$ cat config.mk
export PLATFORM = sky130hd
export DESIGN_NAME = srecord_loader_unit
export DESIGN_NICKNAME = d
export VERILOG_FILES = /design/src/rtl/core/srl_pkg.sv /design/src/rtl/core/srecord_loader_unit.sv /design/src/rtl/core/srl_front.sv /design/src/rtl/core/srl_queue.sv /design/src/rtl/core/srl_exec.sv
export SDC_FILE = /design/constraint.sdc
export NUM_CORES = 1
export LEC_CHECK = 0
export BUFFER_PORTS_ARGS = -buffer_cell sky130_fd_sc_hd__buf_2
export CORE_MARGIN = 1
export CORE_UTILIZATION = 35
export CTS_CLUSTER_DIAMETER = 120
export DETAILED_ROUTE_END_ITERATION = 12
export GPL_TIMING_DRIVEN = 0
export SLEW_MARGIN = 20
export SYNTH_ARGS = -nofsm -noshare
export SYNTH_HDL_FRONTEND = slang
export SYNTH_SLANG_ARGS = --single-unit
$ cat constraint.sdc
create_clock -name clk_i -period 3.8 [get_ports clk_i]
set_input_delay 0.19 -clock clk_i [delete_from_list [all_inputs] [get_ports clk_i]]
set_output_delay 0.19 -clock clk_i [all_outputs]
set_load 0.05 [all_outputs]
$ cat src/rtl/core/srl_pkg.sv
// Shared types and constants for the S-record loader.
package srl_pkg;

  localparam int unsigned SRL_QUEUE_DEPTH = 2;

  localparam logic [7:0] CHAR_LF   = 8'h0A;
  localparam logic [7:0] CHAR_CR   = 8'h0D;
  localparam logic [7:0] CHAR_S    = 8'h53;
  localparam logic [7:0] CHAR_ZERO = 8'h30;
  localparam logic [7:0] CHAR_ONE  = 8'h31;
  localparam logic [7:0] CHAR_NINE = 8'h39;
  localparam logic [7:0] CHAR_UC_A = 8'h41;
  localparam logic [7:0] CHAR_UC_F = 8'h46;
  localparam logic [7:0] CHAR_LC_A = 8'h61;
  localparam logic [7:0] CHAR_LC_F = 8'h66;
  localparam logic [7:0] MIN_COUNT = 8'd3;

  typedef enum logic [2:0] {
    PH_WAIT    = 3'd0,
    PH_TYPE    = 3'd1,
    PH_COUNT   = 3'd2,
    PH_ADDR_HI = 3'd3,
    PH_ADDR_LO = 3'd4,
    PH_BODY    = 3'd5,
    PH_TAIL    = 3'd6,
    PH_SKIP    = 3'd7
  } srl_phase_e;

  typedef enum logic [2:0] {
    ERR_NONE  = 3'd0,
    ERR_NOT_S = 3'd1,
    ERR_TYPE  = 3'd2,
    ERR_SUM   = 3'd3,
    ERR_HEX   = 3'd4
  } srl_err_e;

  typedef enum logic [1:0] {
    KIND_WRITE = 2'd0,
    KIND_START = 2'd1,
    KIND_OK    = 2'd2,
    KIND_ERROR = 2'd3
  } srl_kind_e;

  typedef enum logic [1:0] {
    RT_S0 = 2'd0,
    RT_S1 = 2'd1,
    RT_S9 = 2'd2
  } srl_rtype_e;

  // One classified character as it travels from front to back.
  typedef struct packed {
    logic       is_lf;
    logic       is_s;
    logic       hex_ok;
    logic [3:0] hex_val;
    logic       type_ok;
    logic [1:0] type_code;
  } srl_item_t;

endpackage

$ cat src/rtl/core/srecord_loader_unit.sv
// Top level of the S-record loader: front end, queue and record engine.
//
//  channel   | dir | signals                            | contents
//  s_axis    | in  | tvalid tready tdata[7:0]           | one text character
//  m_axis    | out | tvalid tready tdata[31:0] tuser[1:0]| write, start, ok or error
//  cfg       | in  | cfg_we_i cfg_wdata_i               | checksum check enable
//
// One character per cycle while the queue is not full; a result leaves through the
// queue and the result register of the record engine.
// Carriage returns are dropped in the front end and never reach the queue.
// Reset clears the record state and sets checksum checking on.
// A stalled m_axis holds the engine; s_axis keeps taking characters until
// the QUEUE_DEPTH-entry queue is full.
module srecord_loader_unit #(
  parameter int unsigned QUEUE_DEPTH = srl_pkg::SRL_QUEUE_DEPTH
) (
  input  logic        clk_i,
  input  logic        rst_ni,
  input  logic        cfg_we_i,
  input  logic        cfg_wdata_i,
  input  logic        s_axis_tvalid_i,
  output logic        s_axis_tready_o,
  input  logic [7:0]  s_axis_tdata_i,   // [7:0] char_code
  output logic        m_axis_tvalid_o,
  input  logic        m_axis_tready_i,
  output logic [31:0] m_axis_tdata_o,   // [15:0] address, [23:16] data, [26:24] error_code
  output logic [1:0]  m_axis_tuser_o    // [1:0] kind
);
  import srl_pkg::*;

  srl_item_t push_item, pop_item;
  logic      push, q_full, q_valid, pop;

  srl_front u_front (
    .s_axis_tvalid_i (s_axis_tvalid_i),
    .s_axis_tdata_i  (s_axis_tdata_i),
    .s_axis_tready_o (s_axis_tready_o),
    .q_full_i        (q_full),
    .push_o          (push),
    .item_o          (push_item)
  );

  srl_queue #(
    .WIDTH ($bits(srl_item_t)),
    .DEPTH (QUEUE_DEPTH)
  ) u_queue (
    .clk_i       (clk_i),
    .rst_ni      (rst_ni),
    .push_i      (push),
    .push_data_i (push_item),
    .full_o      (q_full),
    .pop_i       (pop),
    .valid_o     (q_valid),
    .pop_data_o  (pop_item)
  );

  srl_exec u_exec (
    .clk_i           (clk_i),
    .rst_ni          (rst_ni),
    .cfg_we_i        (cfg_we_i),
    .cfg_wdata_i     (cfg_wdata_i),
    .q_valid_i       (q_valid),
    .item_i          (pop_item),
    .pop_o           (pop),
    .m_axis_tvalid_o (m_axis_tvalid_o),
    .m_axis_tready_i (m_axis_tready_i),
    .m_axis_tdata_o  (m_axis_tdata_o),
    .m_axis_tuser_o  (m_axis_tuser_o)
  );

endmodule

$ cat src/rtl/core/srl_front.sv
// Front end: takes characters, drops carriage returns, classifies the rest.
module srl_front (
  input  logic              s_axis_tvalid_i,
  input  logic [7:0]        s_axis_tdata_i,
  output logic              s_axis_tready_o,
  input  logic              q_full_i,
  output logic              push_o,
  output srl_pkg::srl_item_t item_o
);
  import srl_pkg::*;

  logic [7:0] c;
  logic       is_cr;

  assign c     = s_axis_tdata_i;
  assign is_cr = (c == CHAR_CR);

  assign s_axis_tready_o = !q_full_i;
  assign push_o          = s_axis_tvalid_i && !q_full_i && !is_cr;

  always_comb begin
    item_o.is_lf     = (c == CHAR_LF);
    item_o.is_s      = (c == CHAR_S);
    item_o.hex_ok    = 1'b0;
    item_o.hex_val   = 4'd0;
    item_o.type_ok   = 1'b1;
    item_o.type_code = RT_S0;
    if (c >= CHAR_ZERO && c <= CHAR_NINE) begin
      item_o.hex_ok  = 1'b1;
      item_o.hex_val = 4'(c - CHAR_ZERO);
    end else if (c >= CHAR_UC_A && c <= CHAR_UC_F) begin
      item_o.hex_ok  = 1'b1;
      item_o.hex_val = 4'(c - CHAR_UC_A + 8'd10);
    end else if (c >= CHAR_LC_A && c <= CHAR_LC_F) begin
      item_o.hex_ok  = 1'b1;
      item_o.hex_val = 4'(c - CHAR_LC_A + 8'd10);
    end
    if (c == CHAR_ZERO) begin
      item_o.type_code = RT_S0;
    end else if (c == CHAR_ONE) begin
      item_o.type_code = RT_S1;
    end else if (c == CHAR_NINE) begin
      item_o.type_code = RT_S9;
    end else begin
      item_o.type_ok = 1'b0;
    end
  end

endmodule

$ cat src/rtl/core/srl_queue.sv
// Small register queue between the front end and the record engine.
module srl_queue #(
  parameter int unsigned WIDTH = 10,
  parameter int unsigned DEPTH = 2
) (
  input  logic             clk_i,
  input  logic             rst_ni,
  input  logic             push_i,
  input  logic [WIDTH-1:0] push_data_i,
  output logic             full_o,
  input  logic             pop_i,
  output logic             valid_o,
  output logic [WIDTH-1:0] pop_data_o
);
  localparam int unsigned PtrW = (DEPTH > 1) ? $clog2(DEPTH) : 1;
  localparam int unsigned CntW = $clog2(DEPTH + 1);
  localparam logic [PtrW-1:0] LastPtr = PtrW'(DEPTH - 1);
  localparam logic [CntW-1:0] FullCnt = CntW'(DEPTH);

  logic [WIDTH-1:0] mem_q [DEPTH];
  logic [PtrW-1:0]  wr_ptr_q, wr_ptr_d, rd_ptr_q, rd_ptr_d;
  logic [CntW-1:0]  cnt_q, cnt_d;
  logic             do_push, do_pop;

  assign full_o     = (cnt_q == FullCnt);
  assign valid_o    = (cnt_q != '0);
  assign pop_data_o = mem_q[rd_ptr_q];
  assign do_push    = push_i && !full_o;
  assign do_pop     = pop_i && valid_o;

  always_comb begin
    wr_ptr_d = wr_ptr_q;
    rd_ptr_d = rd_ptr_q;
    cnt_d    = cnt_q;
    if (do_push) begin
      wr_ptr_d = (wr_ptr_q == LastPtr) ? '0 : wr_ptr_q + 1'b1;
    end
    if (do_pop) begin
      rd_ptr_d = (rd_ptr_q == LastPtr) ? '0 : rd_ptr_q + 1'b1;
    end
    unique case ({do_push, do_pop})
      2'b10:   cnt_d = cnt_q + 1'b1;
      2'b01:   cnt_d = cnt_q - 1'b1;
      default: cnt_d = cnt_q;
    endcase
  end

  always_ff @(posedge clk_i or negedge rst_ni) begin
    if (!rst_ni) begin
      wr_ptr_q <= '0;
      rd_ptr_q <= '0;
      cnt_q    <= '0;
    end else begin
      wr_ptr_q <= wr_ptr_d;
      rd_ptr_q <= rd_ptr_d;
      cnt_q    <= cnt_d;
    end
  end

  always_ff @(posedge clk_i) begin
    if (do_push) begin
      mem_q[wr_ptr_q] <= push_data_i;
    end
  end

endmodule

$ cat src/rtl/core/srl_exec.sv
// Record engine: walks the record fields and drives the result register.
module srl_exec (
  input  logic               clk_i,
  input  logic               rst_ni,
  input  logic               cfg_we_i,
  input  logic               cfg_wdata_i,
  input  logic               q_valid_i,
  input  srl_pkg::srl_item_t item_i,
  output logic               pop_o,
  output logic               m_axis_tvalid_o,
  input  logic               m_axis_tready_i,
  output logic [31:0]        m_axis_tdata_o,
  output logic [1:0]         m_axis_tuser_o
);
  import srl_pkg::*;

  srl_phase_e phase_q, phase_d;
  srl_rtype_e rtype_q, rtype_d;
  srl_err_e   err_q, err_d;
  logic [3:0]  high_q, high_d;
  logic        pend_q, pend_d;
  logic [7:0]  left_q, left_d;
  logic [15:0] addr_q, addr_d;
  logic [7:0]  sum_q, sum_d;
  logic        chk_en_q;

  logic        out_valid_q;
  srl_kind_e   out_kind_q, kind_c;
  logic [15:0] out_addr_q, oaddr_c;
  logic [7:0]  out_data_q, odata_c;
  srl_err_e    out_err_q, oerr_c;

  logic       emit_c;
  logic       fail_c;
  srl_err_e   fail_code;
  srl_err_e   lf_err;
  logic [7:0] byte_c;
  logic       out_free;

  assign out_free = !out_valid_q || m_axis_tready_i;
  assign pop_o    = q_valid_i && out_free;
  assign byte_c   = {high_q, item_i.hex_val};

  always_comb begin
    phase_d   = phase_q;
    rtype_d   = rtype_q;
    err_d     = err_q;
    high_d    = high_q;
    pend_d    = pend_q;
    left_d    = left_q;
    addr_d    = addr_q;
    sum_d     = sum_q;
    emit_c    = 1'b0;
    kind_c    = KIND_OK;
    oaddr_c   = '0;
    odata_c   = '0;
    oerr_c    = ERR_NONE;
    fail_c    = 1'b0;
    fail_code = ERR_NONE;
    lf_err    = err_q;
    if (item_i.is_lf) begin
      if (phase_q != PH_WAIT) begin
        if (err_q == ERR_NONE) begin
          if (phase_q == PH_TYPE) begin
            lf_err = ERR_TYPE;
          end else if (phase_q != PH_TAIL && phase_q != PH_SKIP) begin
            lf_err = ERR_HEX;
          end
        end
        emit_c = 1'b1;
        if (lf_err != ERR_NONE) begin
          kind_c = KIND_ERROR;
          oerr_c = lf_err;
        end else if (rtype_q == RT_S9) begin
          kind_c  = KIND_START;
          oaddr_c = addr_q;
        end
        // end of record: keep address and type, clear the rest
        phase_d = PH_WAIT;
        high_d  = '0;
        pend_d  = 1'b0;
        left_d  = '0;
        sum_d   = '0;
        err_d   = ERR_NONE;
      end
    end else begin
      unique case (phase_q)
        PH_WAIT: begin
          if (item_i.is_s) begin
            phase_d = PH_TYPE;
          end else begin
            fail_c    = 1'b1;
            fail_code = ERR_NOT_S;
          end
        end
        PH_TYPE: begin
          if (item_i.type_ok) begin
            rtype_d = srl_rtype_e'(item_i.type_code);
            phase_d = PH_COUNT;
            pend_d  = 1'b0;
          end else begin
            fail_c    = 1'b1;
            fail_code = ERR_TYPE;
          end
        end
        PH_TAIL, PH_SKIP: begin
        end
        default: begin
          if (!item_i.hex_ok) begin
            fail_c    = 1'b1;
            fail_code = ERR_HEX;
          end else if (!pend_q) begin
            high_d = item_i.hex_val;
            pend_d = 1'b1;
          end else begin
            pend_d = 1'b0;
            unique case (phase_q)
              PH_COUNT: begin
                if (byte_c < MIN_COUNT) begin
                  fail_c    = 1'b1;
                  fail_code = ERR_HEX;
                end else begin
                  sum_d   = byte_c;
                  left_d  = byte_c - 8'd2;
                  phase_d = PH_ADDR_HI;
                end
              end
              PH_ADDR_HI: begin
                sum_d   = sum_q + byte_c;
                addr_d  = {byte_c, 8'h00};
                phase_d = PH_ADDR_LO;
              end
              PH_ADDR_LO: begin
                sum_d   = sum_q + byte_c;
                addr_d  = {addr_q[15:8], byte_c};
                phase_d = PH_BODY;
              end
              default: begin
                if (left_q <= 8'd1) begin
                  // checksum byte
                  if (chk_en_q && byte_c != ~sum_q) begin
                    fail_c    = 1'b1;
                    fail_code = ERR_SUM;
                  end else begin
                    phase_d = PH_TAIL;
                  end
                  left_d = '0;
                end else begin
                  sum_d  = sum_q + byte_c;
                  left_d = left_q - 8'd1;
                  if (rtype_q == RT_S1) begin
                    emit_c  = 1'b1;
                    kind_c  = KIND_WRITE;
                    oaddr_c = addr_q;
                    odata_c = byte_c;
                    addr_d  = addr_q + 16'd1;
                  end
                end
              end
            endcase
          end
        end
      endcase
      if (fail_c) begin
        // first error wins, skip to end of line
        if (err_q == ERR_NONE) begin
          err_d = fail_code;
        end
        phase_d = PH_SKIP;
      end
    end
  end

  always_ff @(posedge clk_i or negedge rst_ni) begin
    if (!rst_ni) begin
      phase_q     <= PH_WAIT;
      rtype_q     <= RT_S0;
      err_q       <= ERR_NONE;
      high_q      <= '0;
      pend_q      <= 1'b0;
      left_q      <= '0;
      addr_q      <= '0;
      sum_q       <= '0;
      chk_en_q    <= 1'b1;
      out_valid_q <= 1'b0;
    end else begin
      if (cfg_we_i) begin
        chk_en_q <= cfg_wdata_i;
      end
      if (pop_o) begin
        phase_q <= phase_d;
        rtype_q <= rtype_d;
        err_q   <= err_d;
        high_q  <= high_d;
        pend_q  <= pend_d;
        left_q  <= left_d;
        addr_q  <= addr_d;
        sum_q   <= sum_d;
      end
      if (pop_o && emit_c) begin
        out_valid_q <= 1'b1;
      end else if (m_axis_tready_i) begin
        out_valid_q <= 1'b0;
      end
    end
  end

  always_ff @(posedge clk_i) begin
    if (pop_o && emit_c) begin
      out_kind_q <= kind_c;
      out_addr_q <= oaddr_c;
      out_data_q <= odata_c;
      out_err_q  <= oerr_c;
    end
  end

  assign m_axis_tvalid_o = out_valid_q;
  assign m_axis_tuser_o  = out_kind_q;
  assign m_axis_tdata_o  = {5'd0, out_err_q, out_data_q, out_addr_q};

endmodule

# Word-level counts from Yosys, hierarchy flattened
# Memory sizes are Yosys's and may differ from the RTL's.
# Cells that the tools add are included.
dict set report word_totals {
  register_bits 80
  ramBits 20
  input_bits 14
  output_inout_bits 36
  wordCells 243
  n_memories 1
}
dict set report op_classes {
  n_addsub 13
  magnitude_cmp 8
  eq_ne 35
  mux 112
  n_bitwise 8
  reduce_logical 48
}
# memory depth word_bits read_ports rd_ports_with_merged_regs write_ports line
set mem_list {}
lappend mem_list {u_queue.mem_q 2 10 1 0 1 srl_queue.sv:20} ;# logic [WIDTH-1:0] mem_q [DEPTH];
# op count
set ops {}
lappend ops {{$mux 16} 12}
lappend ops {{$mux 8} 13}
lappend ops {{$mux 3} 22}
lappend ops {{$pmux 16 s3} 1}
lappend ops {{$pmux 8 s2} 2}
lappend ops {{$mux 1} 31}
lappend ops {{$mux 2} 15}
lappend ops {{$pmux 3 s3} 3}
lappend ops {{$eq 8x6->1 const B} 3}
lappend ops {{$mux 4} 5}
lappend ops {{$add 16x1->16 const B} 1}
lappend ops {{$eq 8x4->1 const B} 2}
lappend ops {{$ge 8x7->1 const B} 2}
lappend ops {{$le 8x7->1 const B} 2}
lappend ops {{$reduce_bool 2->1} 8}
lappend ops {{$mux 5} 3}
lappend ops {{$ne 3x3->1 const B} 5}
lappend ops {{$reduce_and 7->1} 2}
lappend ops {{$reduce_bool 3->1} 4}
lappend ops {{$reduce_or 12->1} 1}
lappend ops {{$sub 4x1->4 const B} 3}
lappend ops {{$logic_and 1x1->1} 11}
lappend ops {{$reduce_and 10->1} 1}
lappend ops {{$reduce_and 5->1} 2}
lappend ops {{other kinds (43)} 70}

# Logic depth before layout (Yosys ltp)
dict set report depth {
  ltp_word 12
  ltp_mapped 14
  ltp_nobuf 12
}

# Hierarchy
# Synthesis repeated with hierarchy kept, for this count alone.
dict set report unflattened {
  hier_cells 574
  area_unflattened_um2 5689.2
}
# mod n_inst cells_per_inst area_per_inst_um2 seq_area_each_um2
set by_module_without_submodules {}
lappend by_module_without_submodules {srl_exec 1 486 4495.6 2048.2}
lappend by_module_without_submodules {srl_queue 1 49 917.1 700.7}
lappend by_module_without_submodules {srl_front 1 39 276.5 0.0}

# Worst setup path after synthesis
# No wires, ideal clock.
dict set report synth_timing {
  path_kind {reg-to-reg}
  start {register u_queue.rd_ptr_q}
  end {register u_exec.phase_q[0]}
  setup_ns 0.125
  arrival_ns 3.197
  required_time_ns 3.675
  slack_ns 0.478
  path_stages_with_launch 13
  path_buffers 2
  synth_period_minus_slack_ns 3.322
  cell_sequence {dfrtp_1 > clkbuf_1 > buf_1 > mux2i_1 > inv_1 > ha_1 > nand2_1 > o41ai_1 > or4_4 > a221oi_4 > nor2_1 > o21ai_0 > o21ai_1}
}
# item line
set synth_rtl {}
lappend synth_rtl {{start: declaration} srl_queue.sv:21} ;# logic [PtrW-1:0] wr_ptr_q, wr_ptr_d, rd_ptr_q, rd_ptr_d;
lappend synth_rtl {{start signal: assignment} srl_queue.sv:55} ;# rd_ptr_q <= rd_ptr_d;
lappend synth_rtl {{end signal: assignment} srl_exec.sv:191} ;# phase_q <= phase_d;
lappend synth_rtl {{end: declaration} srl_exec.sv:17} ;# srl_phase_e phase_q, phase_d;

==> results.md <==
* Result of the run: finished, final reports clean
* Number of vias per cell after detailed routing at 5.413
* Clock tree root driver cell: clkbuf_16
* Largest net degree at the start of global routing at 52
* Primary flip-flop cell chosen by synthesis mapping: dfrtp_1
* # nets final at 666
* Origin of the worst min-delay path: cfg_wdata_i
* Half-perimeter wire length after detailed placement at 10.14 mm
* CP Cell Sequence: clkbuf_1 > buf_2 > mux2i_4 > inv_1 > ha_1 > nand2_1 > o41ai_2 > or4_4 > a221oi_4 > nor2_1 > o21ai_0 > o21ai_1
* CTS tree: built
* Required time of the worst setup path at 4.04 ns
* Max-slew violation count at 0
* Total vias in the final route at 4601
* Setup repair after global routing missed its margin: false
* Global placer's final weighted congestion at 0.8851
* Post-synth design cell area at 0.005548 sq mm
* Port Buf Inserts at 43
* Crit path buffers/inverters at 3
* Number of max-cap violations at 0
* Min Tclk post-route at 3.521 ns
* Class of the most critical setup path: reg -> reg
* Post-detailed-route wirelength per cell at 16.47 um
* Post-synthesis sequential area ratio at 0.4955
* Antenna Violating Nets Remaining at 0
* Biggest area contributors in the synthesized netlist: edfxtp_1 (27%), dfrtp_1 (23%), o21ai_0 (4.6%), nand2_1 (4.1%), nor2_1 (4.0%)
* Commonest cells after routing, fill and taps aside: nand2_1 (60), nor2_1 (59), o21ai_0 (51), dfrtp_1 (50), edfxtp_1 (49)
* Worst Hold Path EP: u_exec.chk_en_q
* Synth area leader: edfxtp_1
* Arrival time at the worst endpoint at 3.76 ns
* Number of cell instances on the worst register-to-register path at 12
* Leading cell type in the layout, fill and taps excluded: nand2_1
* Number of storage elements in the synthesis netlist at 100
* Kind of end point of the critical path: register
* Power per cell area at 869.3 mW/mm^2
* Routed wire length at 14.00 mm
* Chip Width at 127.9 um
* Row cnt at 45
* Maximum ir drop on the vdd rail at 0.4911 mV
* Post-synth top area share at 0.2652
* Area inside the core boundary at 0.01531 sq mm
* Rel. slew slack at 0.4268
* Async set-reset flop share out of synthesis at 0.5100
* Start of the worst register-to-register path: u_queue.rd_ptr_q
* Initial antenna violation count at 0
* Setup TNS Final at 0 ns
* Post-route DRC violation count at 0
* Chip Height at 127.9 um
* CTS H-tree depth at 3
* Worst reg2reg path endpoint: u_exec.phase_q[0]
* Max incr delay on CP at 0.55 ns
* Drt first pass iters at 6
* Bufs on Longest Clock Path at 2
* Wire length of the first global-routing pass at 22.49 mm
* Setup skew after layout at 0.008779 ns
* Post-synthesis cell type count at 65
* Die Outline Area at 0.01636 sq mm
* Standard cell with the maximum stage delay on the critical path: or4_4
* R2r setup slk at 0.28 ns
* Register clock-pin slew on the reported worst setup and hold paths at 0.07 ns
* Hold depth at 2
* Startpoint types: register
* TritonCTS buffer count at 9
* Critical Path Fanout Max at 10
* Stages on the worst setup path at 12
* Measured slew at the worst slew-check pin at 0.8567 ns
* Crit-path leading delay family: buffers and inverters
* Number of post-CTS setup repair buffers at 0
* Area growth from synthesis to final layout at 15.72%
* Global-route usage over all layers at 0.1788
* Type of the tightest min-delay check: in -> reg
* N_diodes at 0
* Violation count after the first detailed-routing iteration at 432
* Synth Instances at 575
* Core utilization of the finished layout at 0.4192
* # IOs at 50
* Number of setup violations in the final report at 0
* Clock insertion delay at the later pin of the skew report at 0.36 ns
* Number of synthesized flops with an enable pin at 49
* Highest Clock Rate at 284.0 MHz
* Initial cell density of the core at 0.3623
* Synthesis warning total at 0
* Tcrit/Tclk final at 0.9265
* Total number of clock tree sinks at 100
* Share of final-layout standard cells stronger than drive strength 1 at 0.1424
* Via count of the first global-routing pass at 4439
* Number of hold-slack violations in the final timing report at 0
* Mean cell area of the mapped netlist at 9.648 sq um
* Remaining Overflow, GRT at 0
* Leakage at 2.563 nW
## registers in the layout, summed over array words and instances, names as in the netlist, 2 cells and up
name / cells
u_exec.addr_q: 16
u_queue.mem_q: 20
u_exec.sum_q: 8
u_exec.high_q: 4
u_exec.err_q: 3
u_exec.m_axis_tuser_o: 2
u_exec.out_err_q: 3
u_exec.rtype_q: 2
u_exec.phase_q: 3
u_exec.out_data_q: 8
u_queue.cnt_q: 2
u_exec.out_addr_q: 16
u_exec.left_q: 8
## cells by family (layout without fill, tap and decap cells)
logic type / count (synthesis) / in the layout / synth area share
DFF: 100 / 100 / 0.4955
xor gates and xnor gates: 15 / 15 / 0.02368
AOI/OAI and AO/OA: 156 / 156 / 0.1793
muxes: 12 / 12 / 0.02278
adders and majority gates: 18 / 18 / 0.04195
other: 1 / 5 / 0.0006759
and+or+nand+nor: 221 / 221 / 0.1971
buffers and inverters: 52 / 112 / 0.03902
## where the power goes
part | internal, mW | leakage (nW) | switching (mW)
sequential | 1.52 | 1.13 | 0.191
clock | 0.572 | 0.159 | 0.408
combinational | 0.918 | 1.28 | 1.98
## Yosys cell counts, types with 5 or more instances
library cell,n
o31ai_1,12
and2_1,25
nand3_1,13
ha_1,17
dfrtp_1,50
a21oi_1,33
nand2_1,60
clkbuf_1,21
a31oi_1,6
xnor2_1,10
a22oi_1,7
inv_1,21
buf_4,5
o22ai_1,5
nor3_1,14
nor4_1,6
xor2_1,5
mux2i_1,7
edfxtp_1,49
mux2_2,5
o21ai_0,51
nand2b_1,10
nor2_1,59
## layer usage
| metal | up-vias | routed length, um | GRT usage |
|---|---|---|---|
| li1 | 2200 | - | - |
| met1 | 2219 | 6236 | 0.2287 |
| met2 | 158 | 6669 | 0.2948 |
| met3 | 24 | 738 | 0.03589 |
| met4 | 0 | 352 | 0.07543 |
| met5 | - | 0 | 0 |
## repair_timing
item,4_1_cts,5_1_grt
endpoints found under the hold margin,50,0
hold buffers,1,0
setup endpoints to repair,36,7
gates resized for setup,5,3
## worst reg2reg max path: cells and delay by family (launching register included)
family	cells	cell delay, ns
buf+inv	3	0.81
fa+ha+maj	1	0.34
compound gates	4	0.71
simple gates	3	0.76
flops	1	0.32
mux	1	0.47
## area by class of cell
type / count / area [sq um]
clock inverter: 4 / 52.55
multi-input combinational: 427 / 2641
inverter: 21 / 78.83
sequential: 100 / 2749
timing repair buffer: 44 / 227.7
clock buffer: 12 / 267.8
tap: 211 / 264.0
buffer: 31 / 138.9
fill: 1527 / 8895
## metrics by stage
stage                     instances  total power, mW  worst slack, ns  hold WS [ns]  cell area [sq um]
after global routing            850            5.946          0.01241       0.07186               6420
after CTS                       850            5.564          0.02961       0.05793               6400
after detailed placement        833            4.552          -0.5500        0.3017               6050
final                           850            5.581           0.2793       0.06732               6420
after floorplan                 579            3.819           0.4777       -0.1056               5563
after global placement          833            4.492          -0.6052        0.4269               6042
## how the worst max path moves through the flow
stage / end / slack (ns) / from
floorplan: u_exec.phase_q[0] / 0.48 / u_queue.rd_ptr_q
global placement: u_exec.phase_q[0] / -0.61 / u_queue.rd_ptr_q
detailed placement: u_exec.phase_q[0] / -0.55 / u_queue.rd_ptr_q
CTS: u_exec.out_addr_q[6] / 0.03 / u_queue.rd_ptr_q
global route: u_exec.phase_q[1] / 0.01 / u_queue.rd_ptr_q
finish: u_exec.phase_q[0] / 0.28 / u_queue.rd_ptr_q
(Power assumes the default switching activity.)
